==> src/tcqs_pkg.sv <==
// Shared types, constants and codes for the three-class quantum scheduler.
package tcqs_pkg;

  // Queue geometry and field widths
  localparam int QUEUE_DEPTH = 32;
  localparam int TIME_BITS   = 16;
  localparam int PID_BITS    = 8;
  localparam int NUM_Q       = 3;
  localparam int PTR_W       = (QUEUE_DEPTH > 1) ? $clog2(QUEUE_DEPTH) : 1;
  localparam int CNT_W       = $clog2(QUEUE_DEPTH + 1);
  localparam int ADDR_W      = 2 + PTR_W;
  localparam int MEM_DEPTH   = 3 * (1 << PTR_W);

  // Configuration register indexes
  localparam logic [1:0] REG_SILVER_QUANTUM = 2'd0;
  localparam logic [1:0] REG_BRONZE_QUANTUM = 2'd1;
  localparam logic [1:0] REG_DRAW_LIMIT     = 2'd2;

  // Configuration reset values
  localparam logic [TIME_BITS-1:0] SILVER_QUANTUM_RST = TIME_BITS'(300);
  localparam logic [TIME_BITS-1:0] BRONZE_QUANTUM_RST = TIME_BITS'(400);
  localparam logic [4:0]           DRAW_LIMIT_RST     = 5'd10;

  // Commands
  localparam logic CMD_ADD      = 1'b0;
  localparam logic CMD_DISPATCH = 1'b1;

  // Queue classes
  localparam logic [1:0] CLS_GOLD   = 2'd0;
  localparam logic [1:0] CLS_SILVER = 2'd1;
  localparam logic [1:0] CLS_BRONZE = 2'd2;

  // Result status codes
  localparam logic [1:0] ST_ADDED = 2'd0;
  localparam logic [1:0] ST_DISP  = 2'd1;
  localparam logic [1:0] ST_IDLE  = 2'd2;
  localparam logic [1:0] ST_FULL  = 2'd3;

  typedef logic [PTR_W-1:0] ptr_t;
  typedef logic [CNT_W-1:0] cnt_t;

  // One queue entry as stored in memory
  typedef struct packed {
    logic [PID_BITS-1:0]  pid;
    logic [TIME_BITS-1:0] burst;
  } entry_t;

  // Pointer update request for one queue
  typedef struct packed {
    logic       en;
    logic [1:0] q;
    logic       pop;
    logic       push;
  } ptr_upd_t;

endpackage

==> src/three_class_quantum_scheduler.sv <==
// Top level of the three-class quantum scheduler: control, config and result register.
//
// Usage:
//   Input channel (in_valid/in_ready) carries one request: an add puts a process
//   id and burst time on the gold, silver or bronze queue; a dispatch pops one
//   process, gold first, else silver or bronze as picked by in_random_draw.
//   Result channel (out_valid/out_ready) returns exactly one result per request.
//   Config channel (cfg_valid/cfg_ready) writes silver/bronze quantum and the
//   bronze draw limit; it is always ready and should be used while idle.
// Sequence:
//   The accept cycle issues the queue head read to the entry memory; the execute
//   state then uses the read data, writes back a re-queued entry and updates the
//   pointers. A new request is not accepted until the last one leaves execute.
//   The result is loaded into the output register when execute completes.
// Reset and stalls:
//   Synchronous reset empties all queues and loads quantum 300/400, limit 10.
//   A waiting result does not block the next accept; the second request holds
//   in its execute cycle until the output register is free.
module three_class_quantum_scheduler
  import tcqs_pkg::*;
(
  input  logic                 clk,
  input  logic                 rst_n,
  // request channel
  input  logic                 in_valid,
  output logic                 in_ready,
  input  logic                 in_command,
  input  logic [PID_BITS-1:0]  in_process_id,
  input  logic [1:0]           in_process_class,
  input  logic [TIME_BITS-1:0] in_burst_time,
  input  logic [4:0]           in_random_draw,
  // result channel
  output logic                 out_valid,
  input  logic                 out_ready,
  output logic [1:0]           out_status,
  output logic [PID_BITS-1:0]  out_run_process_id,
  output logic [1:0]           out_run_class,
  output logic [TIME_BITS-1:0] out_granted_time,
  output logic [TIME_BITS-1:0] out_remaining_time,
  output logic                 out_finished,
  output logic                 out_all_empty,
  // config channel
  input  logic                 cfg_valid,
  output logic                 cfg_ready,
  input  logic [1:0]           cfg_index,
  input  logic [TIME_BITS-1:0] cfg_data
);

  localparam logic S_IDLE = 1'b0;
  localparam logic S_EXEC = 1'b1;

  logic state_r, state_nxt;

  // Config registers
  logic [TIME_BITS-1:0] silver_q_r, bronze_q_r;
  logic [4:0]           limit_r;

  // Request registers
  logic                 req_cmd_r;
  logic [PID_BITS-1:0]  req_pid_r;
  logic [TIME_BITS-1:0] req_burst_r;
  logic [1:0]           req_q_r;
  logic                 req_blk_r;
  logic [TIME_BITS-1:0] req_quant_r;

  // Output registers
  logic                 out_valid_r;
  logic [1:0]           out_status_r;
  logic [PID_BITS-1:0]  out_pid_r;
  logic [1:0]           out_class_r;
  logic [TIME_BITS-1:0] out_grant_r;
  logic [TIME_BITS-1:0] out_remain_r;
  logic                 out_fin_r;
  logic                 out_empty_r;

  ptr_t [NUM_Q-1:0] head, tail;
  cnt_t [NUM_Q-1:0] cnt;
  logic             all_empty_nxt;
  ptr_upd_t         upd;

  logic              accept, go;
  logic [1:0]        qsel;
  logic              blk;
  logic [TIME_BITS-1:0] quant_sel;
  logic              mem_wr_en;
  logic [ADDR_W-1:0] mem_wr_addr;
  entry_t            mem_wr_data;
  entry_t            mem_rd_data;

  logic [1:0]           res_status;
  logic [PID_BITS-1:0]  res_pid;
  logic [1:0]           res_class;
  logic [TIME_BITS-1:0] res_grant;
  logic [TIME_BITS-1:0] res_remain;
  logic                 res_fin;

  assign in_ready  = (state_r == S_IDLE);
  assign cfg_ready = 1'b1;
  assign accept    = in_valid && in_ready;
  assign go        = (state_r == S_EXEC) && (!out_valid_r || out_ready);

  // Queue selection at accept time
  always_comb begin
    if (in_command == CMD_ADD) begin
      case (in_process_class)
        CLS_GOLD:   qsel = CLS_GOLD;
        CLS_SILVER: qsel = CLS_SILVER;
        default:    qsel = CLS_BRONZE;
      endcase
      blk = (cnt[qsel] == CNT_W'(QUEUE_DEPTH));
    end else begin
      if (cnt[CLS_GOLD] != '0) begin
        qsel = CLS_GOLD;
      end else if (in_random_draw <= limit_r) begin
        qsel = CLS_BRONZE;
      end else begin
        qsel = CLS_SILVER;
      end
      blk = (cnt[qsel] == '0);
    end
    quant_sel = (qsel == CLS_SILVER) ? silver_q_r : bronze_q_r;
  end

  // Execute: grant computation, write-back and pointer update
  always_comb begin
    res_status  = ST_ADDED;
    res_pid     = '0;
    res_class   = CLS_GOLD;
    res_grant   = '0;
    res_remain  = '0;
    res_fin     = 1'b0;
    mem_wr_en   = 1'b0;
    mem_wr_addr = {req_q_r, tail[req_q_r]};
    mem_wr_data = '{pid: req_pid_r, burst: req_burst_r};
    upd         = '{en: 1'b0, q: req_q_r, pop: 1'b0, push: 1'b0};
    case (req_cmd_r)
      CMD_ADD: begin
        if (req_blk_r) begin
          res_status = ST_FULL;
        end else begin
          mem_wr_en  = go;
          upd.en     = go;
          upd.push   = 1'b1;
        end
      end
      default: begin
        if (req_blk_r) begin
          res_status = ST_IDLE;
        end else begin
          res_status = ST_DISP;
          res_pid    = mem_rd_data.pid;
          res_class  = req_q_r;
          upd.en     = go;
          upd.pop    = 1'b1;
          if ((req_q_r == CLS_GOLD) || (mem_rd_data.burst <= req_quant_r)) begin
            res_grant = mem_rd_data.burst;
            res_fin   = 1'b1;
          end else begin
            res_grant   = req_quant_r;
            res_remain  = mem_rd_data.burst - req_quant_r;
            mem_wr_en   = go;
            mem_wr_data = '{pid: mem_rd_data.pid, burst: res_remain};
            upd.push    = 1'b1;
          end
        end
      end
    endcase
  end

  // Control FSM
  always_comb begin
    state_nxt = state_r;
    case (state_r)
      S_IDLE:  if (accept) state_nxt = S_EXEC;
      S_EXEC:  if (go) state_nxt = S_IDLE;
      default: state_nxt = S_IDLE;
    endcase
  end

  always_ff @(posedge clk) begin
    if (!rst_n) begin
      state_r     <= S_IDLE;
      out_valid_r <= 1'b0;
      silver_q_r  <= SILVER_QUANTUM_RST;
      bronze_q_r  <= BRONZE_QUANTUM_RST;
      limit_r     <= DRAW_LIMIT_RST;
    end else begin
      state_r <= state_nxt;
      if (go) begin
        out_valid_r <= 1'b1;
      end else if (out_ready) begin
        out_valid_r <= 1'b0;
      end
      if (cfg_valid) begin
        case (cfg_index)
          REG_SILVER_QUANTUM: silver_q_r <= cfg_data;
          REG_BRONZE_QUANTUM: bronze_q_r <= cfg_data;
          REG_DRAW_LIMIT:     limit_r    <= cfg_data[4:0];
          default: ;
        endcase
      end
    end
  end

  // Request capture
  always_ff @(posedge clk) begin
    if (accept) begin
      req_cmd_r   <= in_command;
      req_pid_r   <= in_process_id;
      req_burst_r <= in_burst_time;
      req_q_r     <= qsel;
      req_blk_r   <= blk;
      req_quant_r <= quant_sel;
    end
  end

  // Result register
  always_ff @(posedge clk) begin
    if (go) begin
      out_status_r <= res_status;
      out_pid_r    <= res_pid;
      out_class_r  <= res_class;
      out_grant_r  <= res_grant;
      out_remain_r <= res_remain;
      out_fin_r    <= res_fin;
      out_empty_r  <= all_empty_nxt;
    end
  end

  assign out_valid          = out_valid_r;
  assign out_status         = out_status_r;
  assign out_run_process_id = out_pid_r;
  assign out_run_class      = out_class_r;
  assign out_granted_time   = out_grant_r;
  assign out_remaining_time = out_remain_r;
  assign out_finished       = out_fin_r;
  assign out_all_empty      = out_empty_r;

  tcqs_qptr u_qptr (
    .clk           (clk),
    .rst_n         (rst_n),
    .upd           (upd),
    .head          (head),
    .cnt           (cnt),
    .tail          (tail),
    .all_empty_nxt (all_empty_nxt)
  );

  tcqs_qmem u_qmem (
    .clk     (clk),
    .wr_en   (mem_wr_en),
    .wr_addr (mem_wr_addr),
    .wr_data (mem_wr_data),
    .rd_en   (accept && (in_command == CMD_DISPATCH)),
    .rd_addr ({qsel, head[qsel]}),
    .rd_data (mem_rd_data)
  );

endmodule

==> src/tcqs_qmem.sv <==
// Entry memory shared by the three queues, one write and one registered read port.
module tcqs_qmem
  import tcqs_pkg::*;
(
  input  logic              clk,
  input  logic              wr_en,
  input  logic [ADDR_W-1:0] wr_addr,
  input  entry_t            wr_data,
  input  logic              rd_en,
  input  logic [ADDR_W-1:0] rd_addr,
  output entry_t            rd_data
);

  entry_t mem [MEM_DEPTH];

  // Write port
  always_ff @(posedge clk) begin
    if (wr_en) begin
      mem[wr_addr] <= wr_data;
    end
  end

  // Registered read port, data valid in the cycle after rd_en
  always_ff @(posedge clk) begin
    if (rd_en) begin
      rd_data <= mem[rd_addr];
    end
  end

endmodule

==> src/tcqs_qptr.sv <==
// Head and count registers of the three queues, with tail slot and empty status.
module tcqs_qptr
  import tcqs_pkg::*;
(
  input  logic                   clk,
  input  logic                   rst_n,
  input  ptr_upd_t               upd,
  output ptr_t [NUM_Q-1:0]       head,
  output cnt_t [NUM_Q-1:0]       cnt,
  output ptr_t [NUM_Q-1:0]       tail,
  output logic                   all_empty_nxt
);

  ptr_t            head_r   [NUM_Q];
  cnt_t            cnt_r    [NUM_Q];
  ptr_t            head_nxt [NUM_Q];
  cnt_t            cnt_nxt  [NUM_Q];
  logic [PTR_W:0]  head_inc [NUM_Q];
  logic [CNT_W:0]  tail_sum [NUM_Q];

  // Next pointers: pop advances head, count moves by push minus pop
  always_comb begin
    all_empty_nxt = 1'b1;
    for (int i = 0; i < NUM_Q; i++) begin
      head_inc[i] = {1'b0, head_r[i]} + (PTR_W+1)'(1);
      tail_sum[i] = (CNT_W+1)'(head_r[i]) + (CNT_W+1)'(cnt_r[i]);
      head[i]     = head_r[i];
      cnt[i]      = cnt_r[i];
      if (tail_sum[i] >= (CNT_W+1)'(QUEUE_DEPTH)) begin
        tail[i] = PTR_W'(tail_sum[i] - (CNT_W+1)'(QUEUE_DEPTH));
      end else begin
        tail[i] = PTR_W'(tail_sum[i]);
      end
      head_nxt[i] = head_r[i];
      cnt_nxt[i]  = cnt_r[i];
      if (upd.en && (upd.q == 2'(i))) begin
        if (upd.pop) begin
          if (head_inc[i] == (PTR_W+1)'(QUEUE_DEPTH)) begin
            head_nxt[i] = '0;
          end else begin
            head_nxt[i] = head_inc[i][PTR_W-1:0];
          end
        end
        cnt_nxt[i] = cnt_r[i] + CNT_W'(upd.push) - CNT_W'(upd.pop);
      end
      if (cnt_nxt[i] != '0) begin
        all_empty_nxt = 1'b0;
      end
    end
  end

  always_ff @(posedge clk) begin
    if (!rst_n) begin
      for (int i = 0; i < NUM_Q; i++) begin
        head_r[i] <= '0;
        cnt_r[i]  <= '0;
      end
    end else begin
      for (int i = 0; i < NUM_Q; i++) begin
        head_r[i] <= head_nxt[i];
        cnt_r[i]  <= cnt_nxt[i];
      end
    end
  end

endmodule

==> config.mk <==
export PLATFORM = sky130hd
export DESIGN_NAME = three_class_quantum_scheduler
export DESIGN_NICKNAME = d
export VERILOG_FILES = /design/src/tcqs_pkg.sv /design/src/three_class_quantum_scheduler.sv /design/src/tcqs_qmem.sv /design/src/tcqs_qptr.sv
export SDC_FILE = /design/constraint.sdc
export NUM_CORES = 2
export LEC_CHECK = 0
export BUFFER_PORTS_ARGS = -buffer_cell sky130_fd_sc_hd__buf_2
export CAP_MARGIN = 25
export CORE_UTILIZATION = 40
export DETAILED_ROUTE_END_ITERATION = 7
export SKIP_LAST_GASP = 1
export SYNTH_ARGS = -nofsm -noshare
export SYNTH_HDL_FRONTEND = slang
export SYNTH_SLANG_ARGS = --single-unit
==> constraint.sdc <==
create_clock -name clk -period 8.2 [get_ports clk]
set_clock_uncertainty 0.15 [all_clocks]
set_input_delay 0.82 -clock clk [delete_from_list [all_inputs] [get_ports clk]]
set_output_delay 0.82 -clock clk [all_outputs]
set_load 0.01 [all_outputs]
==> impl_metrics.py <==
metrics = {
    "run_status": {
        "status": "finished clean",
    },
    "yosys": {
        "yosysWarnings": 0,
        "synthCells": 7130,
        "synth_top_area_frac": 0.721,
        "ys.flop_type": "edfxtp_1",
        "synth_top_cell_by_area": "edfxtp_1",
        "yosysMostFrequentCell": "edfxtp_1",
        "ys_types": 89,
        "avgSynthCellArea_um2": 14.1,
        "ys_async_sr_fraction": 0,
        "ys_ff_latch": 2490,
        "synth_commonest_cells": "2418 x edfxtp_1, 1711 x nand2_1, 805 x nand3_1",
        "syn_area_mm2": 0.101,
        "synth.top_cells.by_area": "edfxtp_1 72%, nand2_1 6.4%, nand3_1 4.0%, mux4_2 2.6%, mux2i_1 2.6%",
        "ys_seq_area_frac": 0.735,
        "synth_fp_nets": 7247,
        "synth_edf_count": 2418,
    },
    "min_path": {
        "hp-start": "cfg_data[15]",
        "hp-class": "input port to flip-flop",
        "worstHoldEndpoint": "silver_q_r[15]",
        "min_path_cells": 3,
    },
    "layout": {
        "multi_input_area_mm2": 0.0248,
        "area_growth_pct": 13.6,
        "final_cells": 10900,
        "nets": 7499,
        "layout-drive-gt1-share": 0.134,
        "fin_area_mm2": 0.114,
        "fillers": 21700,
        "seqCellArea_mm2": 0.0741,
    },
    "worst_setup_path": {
        "crit_slowest_cell": "nor4_1",
        "end_kind": "flip-flop",
        "start_kind": "flip-flop",
        "reg2reg_slack_ps": 1580,
        "path_cells": "inv_1 > ha_1 > a211oi_2 > o221ai_2 > a31oi_4 > inv_2 > a221o_4 > nand2_1 > a21oi_1 > o31ai_1 > a41oi_1 > nor4_1 > o311ai_1",
        "worstPathMaxFanout": 49,
        "slowest_delay_ps": 970,
        "cp_data_arrival_time_ps": 7090,
        "cp.required_ps": 8670,
        "crit_buf_inv": 2,
        "path_class": "flip-flop to flip-flop",
        "crit_cells": 13,
        "r2r-start": "limit_r[2]",
        "r2r-end": "u_qmem.rd_data[2]",
        "reg2regPathDepth": 13,
        "path_delay_family": "compound AO/OA/AOI/OAI gates",
    },
    "grt": {
        "grt_start_max_net_pins": 126,
        "grt_antenna_before_repair": 33,
        "grt.overflow.total": 0,
        "track_usage": 0.248,
        "grt_pass1_wl_um": 453000,
        "grt_pass1_vias": 59900,
    },
    "route": {
        "vias": 64400,
        "drt-total-wl_um": 322000,
        "wl_per_cell_um": 29.5,
        "drc": 0,
        "viasPerCell": 5.90,
        "drt-pass1-iter-count": 8,
        "ant_nets": 0,
        "drtIter0Drc": 10100,
    },
    "sta": {
        "rsz0062_at_grt": "no",
        "hold_viol": 0,
        "hold_slack_ps": 65.8,
        "worst_slew_pin_slew_ps": 1320,
        "max_freq_mhz": 151,
        "setup_viol": 0,
        "period_share": 0.808,
        "final_max_slew_viol_count": 0,
        "fin_crit_ps": 6620,
        "slew-limit-headroom": 0.118,
        "timing.setup.tns_ps": 0,
    },
    "floorplan": {
        "die_area_mm2": 0.254,
        "die_x_um": 504,
        "io_pins": 104,
        "die_h_um": 504,
        "rows": 183,
        "initial_core_util": 0.404,
        "fp.coreArea_mm2": 0.250,
    },
    "power": {
        "leakage_nw": 38.7,
        "p_per_area_mw_per_mm2": 235,
        "peakVddDrop_uv": 246,
    },
    "clocking": {
        "hold_buffers": 33,
        "cts_setup_buffers": 0,
        "clk_latency_ps": 920,
        "cts_max_level": 4,
        "clkTransAtPathRegs_ps": 60,
        "tritoncts": "done",
        "cts_inserted_buffers": 241,
        "clockBufferDepth": 3,
        "cts_root_buf": "clkbuf_16",
        "cts_num_sinks": 2490,
        "cts_resized": 0,
    },
    "placement": {
        "io_buffer_count": 102,
        "place.detailed.hpwl_um": 193000,
        "dpl-instance-area_mm2": 0.106,
        "place_congestion": 0.940,
        "dp.cells": 10400,
    },
    "run": {
        "cap_violations": 0,
    },
}
## power breakdown
group	total, mW	internal, mW	switching, mW
clock network	10.8	5.97	4.81
registers	14.3	14.2	0.0453
logic	1.86	0.486	1.37
## area by class of cell
cell class	count	share of cell area
Antenna cell	7	0.000153
Clock buffer	289	0.0550
Clock inverter	151	0.0111
Inverter	65	0.00215
Multi-Input combinational cell	4156	0.217
Sequential cell	2490	0.647
Tap cell	3330	0.0364
Timing Repair Buffer	428	0.0310
## registers in the layout, summed over array words and instances (netlist names), 2 cells and up
| signal | count |
|---|---|
| u_qmem.mem | 2304 |
| u_qmem.rd_data | 24 |
| bronze_q_r | 16 |
| out_granted_time | 16 |
| req_burst_r | 16 |
| out_remaining_time | 16 |
| out_status | 2 |
| limit_r | 5 |
| req_q_r | 2 |
| u_qptr.head_r | 15 |
| out_run_process_id | 8 |
| silver_q_r | 16 |
| out_run_class | 2 |
| req_pid_r | 8 |
| u_qptr.cnt_r | 18 |
| req_quant_r | 16 |
## per-layer routing
layer,vias to the layer above,part of all wire,global-route usage
met5,-,0.00032,0
met4,14,0.046,0.108
met3,647,0.12,0.0546
met2,4062,0.45,0.376
met1,32500,0.39,0.342
li1,27100,-,-
## tightest hold or removal path, stage by stage
cell      delay (ps)
buf_2            100
nand2_1           40
a21boi_0          70
## through the flow
step / power (mW) / utilization / setup slack (ps)
floorplan: 15.5 / - / 1000
global placement: 16.3 / 0.425 / 1410
detailed placement: 16.3 / 0.426 / 1400
CTS: 27.0 / 0.458 / 1980
global route: 27.5 / 0.458 / 1710
finish: 26.9 / 0.458 / 1580
## cell families (layout without fill, tap and decap cells)
| group | after synthesis | count (layout) | share of synthesized area |
|---|---|---|---|
| AOI/OAI and AO/OA | 641 | 641 | 0.0437 |
| adders and majority gates | 62 | 62 | 0.00822 |
| DFF | 2490 | 2490 | 0.735 |
| and+or+nand+nor | 2991 | 2991 | 0.129 |
| muxes | 413 | 413 | 0.0562 |
| buffers and inverters | 484 | 933 | 0.0233 |
| other | 1 | 8 | 0.0000372 |
| xor gates and xnor gates | 48 | 48 | 0.00417 |
## worst max-delay path by stage
stage          slack (ps)           endpoint              start
3_3_place_gp         1410  u_qmem.rd_data[2]  in_random_draw[2]
6_report             1580  u_qmem.rd_data[2]         limit_r[2]
3_5_place_dp         1400  u_qmem.rd_data[2]  in_random_draw[2]
2_1_floorplan        1000   u_qmem.mem[0][2]     req_quant_r[0]
4_1_cts              1980  u_qmem.rd_data[2]         limit_r[2]
5_1_grt              1710  u_qmem.rd_data[2]         limit_r[2]
## placed cells by master (no fill, tap or decap), types with 32 or more instances in the layout
| cell type | Yosys | final |
|---|---|---|
| edfxtp_1 | 2418 | 2418 |
| nand2_1 | 1711 | 1710 |
| nand3_1 | 805 | 804 |
| mux2i_1 | 259 | 259 |
| buf_4 | 34 | 249 |
| clkbuf_16 | 0 | 244 |
| a21oi_1 | 164 | 163 |
| mux4_2 | 118 | 118 |
| buf_2 | 251 | 104 |
| nor2_2 | 3 | 100 |
| o21ai_0 | 94 | 90 |
| and3_1 | 87 | 87 |
| nor2_1 | 177 | 78 |
| clkinv_1 | 1 | 73 |
| dfxtp_1 | 72 | 72 |
| inv_1 | 62 | 62 |
| a31oi_1 | 59 | 59 |
| a311oi_1 | 55 | 55 |
| ha_1 | 55 | 55 |
| and2_1 | 50 | 48 |
| nand4_1 | 45 | 45 |
| clkinv_2 | 0 | 43 |
| clkbuf_1 | 89 | 43 |
| o22ai_1 | 38 | 38 |
| a21boi_0 | 37 | 37 |
| xnor2_1 | 33 | 33 |
| dlygate4sd3_1 | 0 | 33 |
| buf_12 | 0 | 32 |
(Power assumes the default switching activity.)
